## src/hdl/frcd_pkg.sv

```systemverilog
`timescale 1ns / 1ps
// ----------------------------------------------------------------------------
// Fraction reduction package
// Shared widths, sequencer states, status codes and the handshake structs
// between the sequencer and the shared divide/multiply unit.
// ----------------------------------------------------------------------------
package frcd_pkg;

  // Default width of the value range checked for overflow.
  localparam int unsigned ValueWidthDef = 32;

  // Fixed field widths of the result ports.
  localparam int unsigned NumWidth = 32;
  localparam int unsigned DenWidth = 31;
  localparam int unsigned StatusWidth = 2;

  // Operation codes.
  localparam logic OpReduce = 1'b0;
  localparam logic OpCommon = 1'b1;

  // Status codes.
  localparam logic [StatusWidth-1:0] StatusOk = 2'd0;
  localparam logic [StatusWidth-1:0] StatusZeroDen = 2'd1;
  localparam logic [StatusWidth-1:0] StatusOverflow = 2'd2;

  // Sequencer states.
  typedef enum logic [3:0] {
    S_IDLE,
    S_GCD,
    S_DIV_N,
    S_DIV_D,
    S_DIV_Q,
    S_DIV_SA,
    S_MUL_L,
    S_MUL_A,
    S_MUL_B,
    S_OUT
  } frcd_state_e;

  // Request to the shared unit.
  typedef struct packed {
    logic start;
    logic mul;
  } frcd_req_t;

  // Response from the shared unit.
  typedef struct packed {
    logic busy;
    logic done;
  } frcd_rsp_t;

endpackage

```

## src/hdl/fraction_reduce_common_denominator_top.sv

```systemverilog
`timescale 1ns / 1ps
// ----------------------------------------------------------------------------
// Fraction reduction and common denominator
// Reduces a signed fraction by the Euclidean GCD, or brings two fractions onto
// their least common denominator, using one shared divide/multiply unit.
// ----------------------------------------------------------------------------
// Channel   Direction  Handshake                      Beat
// command   in         start_i, busy_o                op, A and B fractions
// result    out        valid_o (one-cycle strobe)     A and B results, status
//
// Each divide or multiply is one pass through the shared unit: a start,
// MagWidth steps and a done pulse. An item takes one such pass per Euclid step,
// plus two (reduce) or up to five (common denominator) more. busy_o stays high
// from the accepted beat until the result strobe. Reset clears the sequencer
// and the strobe; the receiver cannot stall.
// ----------------------------------------------------------------------------
module fraction_reduce_common_denominator_top import frcd_pkg::*; #(
  parameter int unsigned VALUE_WIDTH = ValueWidthDef
) (
  input  logic                          clk_i,
  input  logic                          rst_ni,
  input  logic                          start_i,
  output logic                          busy_o,
  input  logic                          op_i,
  input  logic signed [NumWidth-1:0]    a_num_i,
  input  logic signed [NumWidth-1:0]    a_den_i,
  input  logic signed [NumWidth-1:0]    b_num_i,
  input  logic signed [NumWidth-1:0]    b_den_i,
  output logic                          valid_o,
  output logic signed [NumWidth-1:0]    res_a_num_o,
  output logic [DenWidth-1:0]           res_a_den_o,
  output logic signed [NumWidth-1:0]    res_b_num_o,
  output logic [DenWidth-1:0]           res_b_den_o,
  output logic [StatusWidth-1:0]        status_o
);

  localparam int unsigned MagWidth = (VALUE_WIDTH > NumWidth) ? VALUE_WIDTH : NumWidth;
  localparam logic [MagWidth-1:0] MaxV =
    ({{(MagWidth-1){1'b0}}, 1'b1} << (VALUE_WIDTH - 1)) - 1'b1;

  frcd_state_e state_q, state_d;

  logic [MagWidth-1:0] an_q, ad_q, bn_q, bd_q;
  logic [MagWidth-1:0] x_q, y_q, q_q, sa_q;
  logic [MagWidth-1:0] ra_n_q, ra_d_q, rb_n_q, rb_d_q;
  logic                op_q, a_neg_q, b_neg_q, zden_q, ovf_q;

  logic                   accept;
  logic [NumWidth-1:0]    an_m, ad_m, bn_m, bd_m;
  frcd_req_t              req;
  frcd_rsp_t              rsp;
  logic [MagWidth-1:0]    opa, opb, quo, rem;
  logic [2*MagWidth-1:0]  prod;
  logic                   big;

  logic                   out_ovf;
  logic [StatusWidth-1:0] out_status;

  assign busy_o = (state_q != S_IDLE);
  assign accept = start_i && !busy_o;

  // Sign and magnitude of the incoming fields.
  assign an_m = a_num_i[NumWidth-1] ? (NumWidth'(0) - a_num_i) : a_num_i;
  assign ad_m = a_den_i[NumWidth-1] ? (NumWidth'(0) - a_den_i) : a_den_i;
  assign bn_m = b_num_i[NumWidth-1] ? (NumWidth'(0) - b_num_i) : b_num_i;
  assign bd_m = b_den_i[NumWidth-1] ? (NumWidth'(0) - b_den_i) : b_den_i;

  assign big = (prod > {{MagWidth{1'b0}}, MaxV});

  // Shared unit.
  frcd_alu #(
    .MagWidth(MagWidth)
  ) u_alu (
    .clk_i  (clk_i),
    .rst_ni (rst_ni),
    .req_i  (req),
    .a_i    (opa),
    .b_i    (opb),
    .rsp_o  (rsp),
    .quo_o  (quo),
    .rem_o  (rem),
    .prod_o (prod)
  );

  // Next state.
  always_comb begin
    state_d = state_q;
    unique case (state_q)
      S_IDLE: begin
        if (accept) begin
          if ((ad_m == '0) || ((op_i == OpCommon) && (bd_m == '0))) begin
            state_d = S_OUT;
          end else if ((op_i == OpReduce) && (an_m == '0)) begin
            state_d = S_OUT;
          end else begin
            state_d = S_GCD;
          end
        end
      end
      S_GCD: begin
        if (y_q == '0) begin
          state_d = (op_q == OpCommon) ? S_DIV_Q : S_DIV_N;
        end
      end
      S_DIV_N:  if (rsp.done) state_d = S_DIV_D;
      S_DIV_D:  if (rsp.done) state_d = S_OUT;
      S_DIV_Q:  if (rsp.done) state_d = S_DIV_SA;
      S_DIV_SA: if (rsp.done) state_d = S_MUL_L;
      S_MUL_L:  if (rsp.done) state_d = big ? S_OUT : S_MUL_A;
      S_MUL_A:  if (rsp.done) state_d = big ? S_OUT : S_MUL_B;
      S_MUL_B:  if (rsp.done) state_d = S_OUT;
      S_OUT:    state_d = S_IDLE;
      default:  state_d = S_IDLE;
    endcase
  end

  // Unit requests and operand selection.
  always_comb begin
    req.start = 1'b0;
    req.mul   = 1'b0;
    opa       = x_q;
    opb       = y_q;
    unique case (state_q)
      S_GCD: begin
        req.start = (y_q != '0) && !rsp.busy && !rsp.done;
      end
      S_DIV_N: begin
        req.start = !rsp.busy && !rsp.done;
        opa       = an_q;
        opb       = x_q;
      end
      S_DIV_D, S_DIV_Q: begin
        req.start = !rsp.busy && !rsp.done;
        opa       = ad_q;
        opb       = x_q;
      end
      S_DIV_SA: begin
        req.start = !rsp.busy && !rsp.done;
        opa       = bd_q;
        opb       = x_q;
      end
      S_MUL_L: begin
        req.start = !rsp.busy && !rsp.done;
        req.mul   = 1'b1;
        opa       = q_q;
        opb       = bd_q;
      end
      S_MUL_A: begin
        req.start = !rsp.busy && !rsp.done;
        req.mul   = 1'b1;
        opa       = sa_q;
        opb       = an_q;
      end
      S_MUL_B: begin
        req.start = !rsp.busy && !rsp.done;
        req.mul   = 1'b1;
        opa       = q_q;
        opb       = bn_q;
      end
      default: begin
        req.start = 1'b0;
      end
    endcase
  end

  // Final status; zero denominator wins over overflow.
  assign out_ovf = ovf_q || (ra_n_q > MaxV) || (ra_d_q > MaxV);
  always_comb begin
    priority if (zden_q) begin
      out_status = StatusZeroDen;
    end else if (out_ovf) begin
      out_status = StatusOverflow;
    end else begin
      out_status = StatusOk;
    end
  end

  // Sequencer state.
  always_ff @(posedge clk_i or negedge rst_ni) begin
    if (!rst_ni) begin
      state_q <= S_IDLE;
    end else begin
      state_q <= state_d;
    end
  end

  // Working registers.
  always_ff @(posedge clk_i) begin
    unique case (state_q)
      S_IDLE: begin
        if (accept) begin
          op_q    <= op_i;
          an_q    <= MagWidth'(an_m);
          ad_q    <= MagWidth'(ad_m);
          bn_q    <= MagWidth'(bn_m);
          bd_q    <= MagWidth'(bd_m);
          a_neg_q <= (a_num_i[NumWidth-1] != a_den_i[NumWidth-1]) && (an_m != '0);
          b_neg_q <= (b_num_i[NumWidth-1] != b_den_i[NumWidth-1]) && (bn_m != '0);
          zden_q  <= (ad_m == '0) || ((op_i == OpCommon) && (bd_m == '0));
          x_q     <= MagWidth'(ad_m);
          y_q     <= (op_i == OpCommon) ? MagWidth'(bd_m) : MagWidth'(an_m);
          ra_n_q  <= MagWidth'(an_m);
          ra_d_q  <= MagWidth'(ad_m);
          rb_n_q  <= '0;
          rb_d_q  <= '0;
          ovf_q   <= 1'b0;
        end
      end
      S_GCD: begin
        if (rsp.done) begin
          x_q <= y_q;
          y_q <= rem;
        end
      end
      S_DIV_N:  if (rsp.done) ra_n_q <= quo;
      S_DIV_D:  if (rsp.done) ra_d_q <= quo;
      S_DIV_Q:  if (rsp.done) q_q <= quo;
      S_DIV_SA: if (rsp.done) sa_q <= quo;
      S_MUL_L: begin
        if (rsp.done) begin
          ovf_q  <= big;
          ra_d_q <= prod[MagWidth-1:0];
          rb_d_q <= prod[MagWidth-1:0];
        end
      end
      S_MUL_A: begin
        if (rsp.done) begin
          ovf_q  <= big;
          ra_n_q <= prod[MagWidth-1:0];
        end
      end
      S_MUL_B: begin
        if (rsp.done) begin
          ovf_q  <= big;
          rb_n_q <= prod[MagWidth-1:0];
        end
      end
      default: begin
        ovf_q <= ovf_q;
      end
    endcase
  end

  // Result strobe.
  always_ff @(posedge clk_i or negedge rst_ni) begin
    if (!rst_ni) begin
      valid_o <= 1'b0;
    end else begin
      valid_o <= (state_q == S_OUT);
    end
  end

  // Result beat; numeric fields are zero unless the status is ok.
  always_ff @(posedge clk_i) begin
    if (state_q == S_OUT) begin
      status_o <= out_status;
      if (out_status == StatusOk) begin
        res_a_num_o <= a_neg_q ? (NumWidth'(0) - ra_n_q[NumWidth-1:0]) : ra_n_q[NumWidth-1:0];
        res_a_den_o <= ra_d_q[DenWidth-1:0];
        res_b_num_o <= b_neg_q ? (NumWidth'(0) - rb_n_q[NumWidth-1:0]) : rb_n_q[NumWidth-1:0];
        res_b_den_o <= rb_d_q[DenWidth-1:0];
      end else begin
        res_a_num_o <= '0;
        res_a_den_o <= '0;
        res_b_num_o <= '0;
        res_b_den_o <= '0;
      end
    end
  end

endmodule

```

## src/hdl/frcd_alu.sv

```systemverilog
`timescale 1ns / 1ps
// ----------------------------------------------------------------------------
// Shared divide/multiply unit
// Radix-2 restoring divider and shift-add multiplier that share one adder.
// Takes one bit per cycle; done pulses for one cycle with the results held.
// ----------------------------------------------------------------------------
module frcd_alu import frcd_pkg::*; #(
  parameter int unsigned MagWidth = 32
) (
  input  logic                    clk_i,
  input  logic                    rst_ni,
  input  frcd_req_t               req_i,
  input  logic [MagWidth-1:0]     a_i,
  input  logic [MagWidth-1:0]     b_i,
  output frcd_rsp_t               rsp_o,
  output logic [MagWidth-1:0]     quo_o,
  output logic [MagWidth-1:0]     rem_o,
  output logic [2*MagWidth-1:0]   prod_o
);

  localparam int unsigned CntWidth = $clog2(MagWidth + 1);

  logic [2*MagWidth-1:0] acc_q, acc_d;
  logic [MagWidth-1:0]   opd_q;
  logic [CntWidth-1:0]   cnt_q;
  logic                  busy_q, done_q, mul_q;

  logic [MagWidth-1:0]   hi, lo;
  logic [MagWidth:0]     part, sum;

  assign hi = acc_q[2*MagWidth-1:MagWidth];
  assign lo = acc_q[MagWidth-1:0];

  // One step: add for multiplication, trial subtract for division.
  always_comb begin
    part = mul_q ? {1'b0, hi} : {hi, lo[MagWidth-1]};
    sum  = mul_q ? (part + {1'b0, opd_q}) : (part - {1'b0, opd_q});
    if (mul_q) begin
      acc_d = lo[0] ? {sum, lo[MagWidth-1:1]} : {1'b0, hi, lo[MagWidth-1:1]};
    end else if (sum[MagWidth]) begin
      acc_d = {part[MagWidth-1:0], lo[MagWidth-2:0], 1'b0};
    end else begin
      acc_d = {sum[MagWidth-1:0], lo[MagWidth-2:0], 1'b1};
    end
  end

  // Control: counter and flags.
  always_ff @(posedge clk_i or negedge rst_ni) begin
    if (!rst_ni) begin
      busy_q <= 1'b0;
      done_q <= 1'b0;
      mul_q  <= 1'b0;
      cnt_q  <= '0;
    end else begin
      done_q <= 1'b0;
      if (req_i.start && !busy_q) begin
        busy_q <= 1'b1;
        mul_q  <= req_i.mul;
        cnt_q  <= '0;
      end else if (busy_q) begin
        cnt_q <= cnt_q + 1'b1;
        if (cnt_q == CntWidth'(MagWidth - 1)) begin
          busy_q <= 1'b0;
          done_q <= 1'b1;
        end
      end
    end
  end

  // Operand and accumulator registers.
  always_ff @(posedge clk_i) begin
    if (req_i.start && !busy_q) begin
      acc_q <= {{MagWidth{1'b0}}, (req_i.mul ? b_i : a_i)};
      opd_q <= req_i.mul ? a_i : b_i;
    end else if (busy_q) begin
      acc_q <= acc_d;
    end
  end

  assign rsp_o.busy = busy_q;
  assign rsp_o.done = done_q;
  assign quo_o      = lo;
  assign rem_o      = hi;
  assign prod_o     = acc_q;

endmodule

```

## config.mk

```make
export PLATFORM = sky130hd
export DESIGN_NAME = fraction_reduce_common_denominator_top
export DESIGN_NICKNAME = d
export VERILOG_FILES = /design/src/hdl/frcd_pkg.sv /design/src/hdl/fraction_reduce_common_denominator_top.sv /design/src/hdl/frcd_alu.sv
export SDC_FILE = /design/constraint.sdc
export NUM_CORES = 1
export LEC_CHECK = 0
export ABC_AREA = 1
export BUFFER_PORTS_ARGS = -buffer_cell sky130_fd_sc_hd__buf_2
export CAP_MARGIN = 20
export CORE_ASPECT_RATIO = 1.75
export CORE_MARGIN = 8
export CORE_UTILIZATION = 35
export CTS_BUF_LIST = sky130_fd_sc_hd__clkbuf_4 sky130_fd_sc_hd__clkbuf_8 sky130_fd_sc_hd__clkbuf_16
export DETAILED_ROUTE_END_ITERATION = 10
export SLEW_MARGIN = 20
export SYNTH_ARGS = -nofsm -noshare
export SYNTH_HDL_FRONTEND = slang
export SYNTH_SLANG_ARGS = --single-unit
```

## constraint.sdc

```tcl
create_clock -name clk_i -period 39.3 [get_ports clk_i]
set_clock_uncertainty 0.2 [all_clocks]
set_input_delay 3.93 -clock clk_i [delete_from_list [all_inputs] [get_ports clk_i]]
set_output_delay 3.93 -clock clk_i [all_outputs]
set_load 0.05 [all_outputs]
```

**Word level (Yosys, flattened, before mapping)**

Index checks and enable logic that the tools add are counted.

- Register bits after elaboration: 626
- Bits of input ports: 132
- Word-level logic and storage cells: 179

- $add $sub $neg: 9
- $lt $le $gt $ge: 3
- Equality and inequality tests: 25
- Muxes and demuxes: 60
- Bitwise operators: 1
- Reductions and logical operators: 50

Operator list:

| cell | number |
|---|---|
| $mux 32 | 18 |
| $pmux 32 s2 | 5 |
| $mux 64 | 3 |
| $sub 1x32->32 const A | 6 |
| $pmux 32 s5 | 1 |
| $logic_not 32->1 | 4 |
| $pmux 32 s4 | 1 |
| $reduce_bool 32->1 | 3 |
| $mux 33 | 2 |
| $gt 32x31->1 const B | 2 |
| $gt 64x31->1 const B | 1 |
| $pmux 31 s2 | 1 |
| $mux 4 | 11 |
| $add 33x32->33 | 1 |
| $sub 33x32->33 | 1 |
| $pmux 4 s8 | 1 |
| $ne 2x1->1 const B | 11 |
| $reduce_and 3->1 | 6 |
| $eq 4x3->1 const B | 4 |
| $reduce_bool 2->1 | 7 |
| $mux 6 | 2 |
| $mux 1 | 10 |
| $reduce_or 2->1 | 5 |
| $logic_and 1x1->1 | 9 |
| 21 further kinds | 33 |

**Logic depth before layout (Yosys ltp)**

Gate-level depths: netlist of run 1.

- Depth in word-level cells: 8
- Gate-level depth with buffers: 27

**Hierarchy**

A second synthesis of run 1 with hierarchy kept.

- Cell total of the unflattened synthesis: 4593
- Area, all modules: 37201.9 um^2

By module, submodules not included:

| module | times used | cells an instance | area each (um^2) |
|---|---|---|---|
| fraction_reduce_common_denominator_top | 1 | 3000 | 27278.7 |
| frcd_alu | 1 | 1593 | 9923.3 |

**Worst setup path before layout of run 1**

Ideal clock, no wire load.

- Path kind: register -> register
- Start: reg state_q[1]
- End: reg valid_o
- Setup time: 1.345 ns
- Data arrival time: 12.822 ns
- Required time: 37.755 ns
- Slack: 24.933 ns
- Stages on the path, launching flop included: 3
- Buffers on the path: 1
- Period minus slack after synthesis: 14.367 ns
- Path through: dfrtp_1 > buf_4 > nor4_1

- Cells in the longest elaborated chain, start to end: 1

Ends and longest elaborated chain:

| what | line | RTL |
|---|---|---|
| start, declared | fraction_reduce_common_denominator_top.sv:41 | `frcd_state_e state_q, state_d;` |
| start signal, assigned | fraction_reduce_common_denominator_top.sv:183 | `state_q <= state_d;` |
| $eq 4x4->1 | fraction_reduce_common_denominator_top.sv:249 | `valid_o <= (state_q == S_OUT);` |
| end signal, assigned | fraction_reduce_common_denominator_top.sv:249 |  |
| end, declared | fraction_reduce_common_denominator_top.sv:29 | `output logic valid_o,` |

No other way between the ends.
A chain may end at the register's enable or synchronous reset.

**Worst setup path in the final report of run 1**

- Start: reg state_q[1]
- End: out busy_o

- Cells in the longest elaborated chain, start to end: 1

Ends and longest elaborated chain:

| what | line | RTL |
|---|---|---|
| $reduce_bool 4->1 | fraction_reduce_common_denominator_top.sv:59 | `assign busy_o = (state_q != S_IDLE);` |
| end, declared | fraction_reduce_common_denominator_top.sv:23 | `output logic busy_o,` |

No other way between the ends.

==> results of run 1 <==
cells in the final DEF (no fill, tap or decap), types with 13 or more instances in the layout:
cell type / netlist / routed
nand2_1: 919 / 916
edfxtp_1: 580 / 580
nor2_1: 578 / 572
inv_1: 560 / 559
o21ai_0: 337 / 334
buf_2: 41 / 261
a21oi_1: 249 / 248
nand3_1: 237 / 236
xor2_1: 74 / 74
nor3_1: 73 / 72
o21ai_1: 66 / 66
o221ai_1: 62 / 61
clkbuf_16: 0 / 58
a31oi_1: 57 / 57
ha_1: 41 / 41
nand4_1: 40 / 40
buf_4: 2 / 40
o22ai_1: 39 / 39
o31ai_1: 34 / 33
dfxtp_1: 32 / 32
nand3b_1: 25 / 25
nor4_1: 25 / 23
xnor2_1: 18 / 18
inv_2: 17 / 17
clkinv_2: 0 / 17
nor2_2: 12 / 13
dfrtp_1: 14 / 13
worst max path at each step:
stage	from	end
after floorplan	state_q[1]	valid_o
after global placement	start_i	x_q[5]
after detailed placement	start_i	x_q[5]
after CTS	state_q[1]	busy_o
after global routing	state_q[1]	busy_o
final	state_q[1]	busy_o
flip-flops by register name (all words and copies together) (netlist names), 2 cells and up:
signal	count
u_alu.prod_o	64
ad_q	32
an_q	32
bd_q	32
bn_q	32
q_q	32
ra_d_q	32
ra_n_q	32
rb_n_q	32
res_a_num_o	32
res_b_num_o	32
sa_q	32
u_alu.opd_q	32
x_q	32
y_q	32
rb_d_q	31
res_a_den_o	31
res_b_den_o	31
u_alu.cnt_q	6
state_q	4
status_o	2
synthesized netlist by cell type, drive strengths merged:
library cell	instances
ha	41
clkbuf	119
nand3	239
a21oi	250
o21bai	6
a41oi	2
inv	577
and3	4
a21o	7
nor3b	1
dfxtp	32
edfxtp	580
a221oi	2
a211oi	3
o2111ai	1
o41ai	1
nand4	40
nand2	924
and3b	1
dfrtp	14
o22ai	39
o31ai	34
o21ai	406
o211ai	11
o221ai	62
nor3	81
nand3b	26
clkinv	4
fa	1
o21a	3
nor4	25
nor2	590
xor2	74
o31a	1
a31oi	57
or2	6
xnor2	18
buf	63
routing by layer:
metal  GRT usage  wire length (um)  up-vias
met4       0.187             13800        8
li1            -                 -    15053
met3      0.0509             13200      480
met1       0.286             52600    15542
met5           0                47        -
met2       0.412             68200     1793
through the flow:
step            util  setup WS (ns)  instances  power, uW
2_1_floorplan      -          24.93       4345       2250
3_3_place_gp   0.378          32.34       5797       2870
3_5_place_dp   0.378          32.38       5797       2880
4_1_cts        0.396          32.70       5904       3450
5_1_grt        0.396          32.59       5906       3680
6_report       0.396          32.68       5910       3490
final cells by class:
cell class,instances,area [sq um],share of cell area
clock buffer,64,1510,0.0375
sequential,626,18400,0.457
multi-input combinational,2956,14500,0.361
inverter,581,2180,0.0542
tap,1334,1670,0.0414
antenna,5,12.5,0.000311
timing repair buffer,301,1610,0.0399
clock inverter,43,353,0.00876
power groups by stage:
stage,clock [uW],sequential [uW],combinational [uW]
floorplan,0,1100,1150
global placement,0,1140,1730
detailed placement,0,1140,1740
CTS,576,1130,1740
global route,597,1140,1940
finish,571,1140,1780
kinds of logic after synthesis:
logic type,Yosys count,share of synthesized area
fa+ha+maj,42,0.0149
simple gates,1937,0.226
flops,626,0.515
xor+xnor,92,0.0226
compound gates,885,0.140
buf+inv,763,0.0818
==> impl_metrics.json, run 1 <==
{
  "status": "finished, final reports clean",
  "drt-initial-drc-count": 3550,
  "core-area_sq_mm": 0.102,
  "worst_path_largest_cell_delay_ns": 0.54,
  "cts_resized": 0,
  "holdCritPathClass": "flop to flop",
  "relSlewSlack": 0.200,
  "cp_max_fo": 7,
  "grtUsageTotal": 0.251,
  "die_area_sq_mm": 0.113,
  "peakVddDrop_v": 0.0000579,
  "seq_power_share": 0.326,
  "powerDensity_mw_per_mm2": 86.7,
  "swShare": 0.493,
  "port_buffers": 261,
  "layout.nets": 4697,
  "intPower_uw": 1770,
  "r2r_start": "u_alu.opd_q[2]",
  "min_to": "u_alu.cnt_q[0]",
  "yosysWarnings": 0,
  "p_clk_frac": 0.164,
  "antenna_found_initial": 11,
  "die_y_um": 439,
  "place.gp.congestion": 1.04,
  "cts.path.max_buffers": 3,
  "fin_crit_sh": 0.168,
  "num_rows": 155,
  "timing.fmax_mhz": 151,
  "ys_seq_area_frac": 0.515,
  "cts_max_level": 2,
  "syn_area_sq_mm": 0.0357,
  "synth_cell_types": 52,
  "p_switching_uw": 1720,
  "fin_area_sq_mm": 0.0403,
  "ys_ff_latch": 626,
  "drc": 0,
  "syn2layout_area_growth_pct": 12.7,
  "r2r_setup_slack_ns": 33.37,
  "num_io_pins": 262,
  "syn_inst": 4345,
  "drv_slew": 0,
  "critPathSlowestCell": "dfrtp_1",
  "start_util": 0.352,
  "syn_avg_cell_area_sq_um": 8.22,
  "tns_ns": 0,
  "hp-start": "u_alu.cnt_q[0]",
  "worst_r2r_path_depth": 24,
  "wirelength_um": 148000,
  "root_buffer": "clkbuf_16",
  "fp.dieW_um": 257,
  "hold_ws_ns": 0.316,
  "worstMarginPinSlew_ns": 1.20,
  "ant_nets": 0,
  "synth_top_area_frac": 0.488,
  "postCtsSetupRepairBufs": 0,
  "overflow": 0,
  "crit_type": "flop to output pin",
  "tritoncts": "built",
  "cp_cell_sequence": "nor2_1, inv_1, nor2_1, inv_1, buf_2",
  "clock_sinks": 626,
  "crit_arrival_ns": 2.49,
  "via_per_inst": 5.56,
  "grt_pass1_vias": 31129,
  "start_kind": "flop",
  "dr.pass1.iters": 8,
  "critPathBufInv": 3,
  "hold_buffers": 0,
  "vias": 32876,
  "comb_power_share": 0.510,
  "cp_num_cells": 5,
  "clkLatencyLatePin_ns": 0.69,
  "cellLeakagePower_uw": 0.0169,
  "fillers": 10452,
  "drive_gt1_frac": 0.104,
  "grt_pass1_wl_um": 211000,
  "finalSetupViolCount": 0,
  "synthTopCellsByArea": "edfxtp_1 49%, nand2_1 9.7%, nor2_1 6.1%, inv_1 5.9%, o21ai_0 4.7%",
  "crit_family": "buffers and inverters",
  "hold_depth": 1,
  "worstPathRequired_ns": 35.17,
  "dpl_cell_area_sq_mm": 0.0384,
  "hold_viol": 0,
  "grt_setup_unrepaired": "no",
  "synth_area_leader_cell": "edfxtp_1",
  "regToRegEndpoint": "u_alu.prod_o[0]",
  "path_clk_slew_ns": 0.07,
  "synth_nets": 4519,
  "min_period_ns": 6.62,
  "crit_path_end_kind": "output pin",
  "route.detailed.wl_per_inst_um": 25.0,
  "max_cap_violations": 0,
  "grt_max_degree": 92,
  "cts_made_buffers": 57,
  "hpwl_um": 112000
}
Power figures use the tool's default switching activity.
==> run 2, diff against run 1 <==
ABC_AREA = 0   (was 1)
clock period = 6.4 ns   (was 39.3 ns; I/O delays follow)
==> impl_metrics.json, run 2 <==
{
  "synth.area.mux_share": 0.0429,
  "cp_max_fo": 11,
  "crit_arrival_ns": 6.00,
  "relSlewSlack": 0.180,
  "hpwl_um": 92700,
  "ff_latch_area_sq_mm": 0.0184,
  "syn_inst": 3194,
  "syn_avg_cell_area_sq_um": 10.6,
  "grt_pass1_vias": 26908,
  "num_rows": 151,
  "synthTopCellsByArea": "edfxtp_1 51%, xor2_1 3.8%, o21ai_0 3.2%, nand2_1 3.1%, mux2i_1 2.9%",
  "cts.path.max_buffers": 3,
  "async_reset_ff_frac": 0.0224,
  "clkLatencyLatePin_ns": 0.68,
  "synth_compound_area_frac": 0.150,
  "antenna_found_initial": 28,
  "clock_sinks": 626,
  "drive_gt1_frac": 0.147,
  "crit_path_end_kind": "flop",
  "status": "finished, final reports clean",
  "tritoncts": "built",
  "cts_resized": 0,
  "largest_register_ffs": 64,
  "finalSetupViolCount": 0,
  "overflow": 0,
  "final_cell_mix": "580 x edfxtp_1, 278 x nand2_1, 261 x buf_2, 240 x nor2_1, 209 x o21ai_0",
  "fin_util": 0.401,
  "dr.pass1.iters": 9,
  "die_area_sq_mm": 0.108,
  "synth_fa_ha_area_frac": 0.0157,
  "synth_top_family_by_area": "simple AND/OR/NAND/NOR gates",
  "fillers": 9465,
  "core-area_sq_mm": 0.0965,
  "holdCritPathClass": "input port to flop",
  "start_util": 0.352,
  "worstPathRequired_ns": 6.71,
  "port_buffers": 261,
  "multi_input_area_sq_mm": 0.0146,
  "crit_type": "flop to flop",
  "root_buffer": "clkbuf_16",
  "fp.dieW_um": 251,
  "grt_setup_unrepaired": "no",
  "min_period_ns": 5.69,
  "syn2layout_area_growth_pct": 14.1,
  "fin_crit_sh": 0.889,
  "synth_nets": 3368,
  "cts_made_buffers": 59,
  "yosysMostFrequentCell": "edfxtp_1",
  "synth_top_area_frac": 0.513,
  "yosysWarnings": 0,
  "tns_ns": 0,
  "max_cap_violations": 0,
  "layout.nets": 3549,
  "hold_viol": 0,
  "synth_area_leader_cell": "edfxtp_1",
  "synth_cell_types": 83,
  "synth_ff_type": "edfxtp_1",
  "grt_pass1_wl_um": 185000,
  "wirelength_um": 129000,
  "num_io_pins": 262,
  "synth_xor_area_frac": 0.0614,
  "cellLeakagePower_uw": 0.0139,
  "start_kind": "flop",
  "ys_seq_area_frac": 0.542,
  "peakVddDrop_v": 0.000305,
  "final_common_cell": "edfxtp_1",
  "synthSimpleGateAreaFrac": 0.155,
  "drc": 0,
  "synth.top_cells.by_count": "580 x edfxtp_1, 280 x nand2_1, 247 x nor2_1",
  "ant_nets": 0,
  "vias": 27642,
  "postCtsSetupRepairBufs": 0,
  "powerDensity_mw_per_mm2": 537,
  "die_y_um": 428,
  "hold_ws_ns": 0.0135,
  "via_per_inst": 5.83,
  "grtUsageTotal": 0.231,
  "ys_ff_latch": 626,
  "timing.fmax_mhz": 176,
  "worstMarginPinSlew_ns": 1.23,
  "route.detailed.wl_per_inst_um": 27.2,
  "drv_slew": 0,
  "cts_max_level": 2,
  "drt-initial-drc-count": 3094,
  "syn_area_sq_mm": 0.0339,
  "grt_max_degree": 83,
  "path_clk_slew_ns": 0.06,
  "place.gp.congestion": 0.965,
  "synth-edff-count": 580,
  "hold_buffers": 1
}
[run 2: path summary, 6_finish.rpt]
check | startpoint | end | slack [ns] | cells past startpoint
hold / removal | b_num_i[0] | bn_q[0] | 0.01 | 1
min in group asynchronous | rst_ni | state_q[3] | 0.27 | 2
setup / recovery | u_alu.opd_q[3] | u_alu.prod_o[35] | 0.71 | 18
hold reg to reg | rb_d_q[23] | res_b_den_o[23] | 0.32 | 1
setup reg to reg | u_alu.opd_q[3] | u_alu.prod_o[35] | 0.71 | 18
max in group asynchronous | rst_ni | u_alu.mul_q | 5.34 | 2
[run 2: cell type report]
cell class	instances	area share
Sequential cell	626	0.476
Multi-Input combinational cell	2268	0.376
Clock inverter	37	0.00827
Inverter	106	0.0103
Tap cell	1300	0.0420
Clock buffer	70	0.0403
Timing Repair Buffer	314	0.0461
Antenna cell	20	0.00129
[run 2: critical path, cell delays in order, from the launching register on]
cell       delay, ns
edfxtp_1        0.42
nor3_1          0.38
and3_1          0.26
nand2_1         0.11
or2_2           0.33
nor2_1          0.41
a31oi_1         0.17
xor2_1          0.19
ha_1            0.40
a41oi_1         0.21
o21ai_1         0.23
o21bai_1        0.27
a2111oi_0       0.41
nand3_1         0.14
a31o_2          0.32
xor2_4          0.47
buf_4           0.27
mux2i_1         0.21
o221ai_1        0.13
[run 2: kinds of logic (layout without fill, tap and decap cells)]
| logic type | count (synthesis) | count (layout) |
|---|---|---|
| buf+inv | 300 | 527 |
| flops | 626 | 626 |
| simple gates | 1060 | 1060 |
| other cells | 0 | 20 |
| fa+ha+maj | 42 | 42 |
| mux | 140 | 140 |
| compound gates | 789 | 789 |
| xor+xnor | 237 | 237 |
[run 2: stage by stage]
| stage | total power, uW | instances | instance area (sq um) | worst slack, ns |
|---|---|---|---|---|
| floorplan | 13200 | 3194 | 33900 | 1.47 |
| global placement | 17000 | 4611 | 36700 | 0.921 |
| global route | 21700 | 4729 | 38700 | 0.273 |
| finish | 20800 | 4741 | 38700 | 0.709 |
| CTS | 20600 | 4721 | 38700 | 0.731 |
| detailed placement | 17100 | 4613 | 36800 | 0.783 |
[run 2: report_power, final]
group          switching (uW)  internal (uW)  leakage, uW
registers                1460           5830      0.00583
logic                    6590           3420      0.00712
clock network            1650           1870     0.000914
total                    9690          11100       0.0139
[run 2: per-layer routing]
layer  vias up  part of all wire  track usage
met2      1522              0.48        0.391
met4        12             0.091        0.180
li1      12336                 -            -
met3       428             0.085       0.0472
met1     13344              0.34        0.252
met5         -           0.00069            0
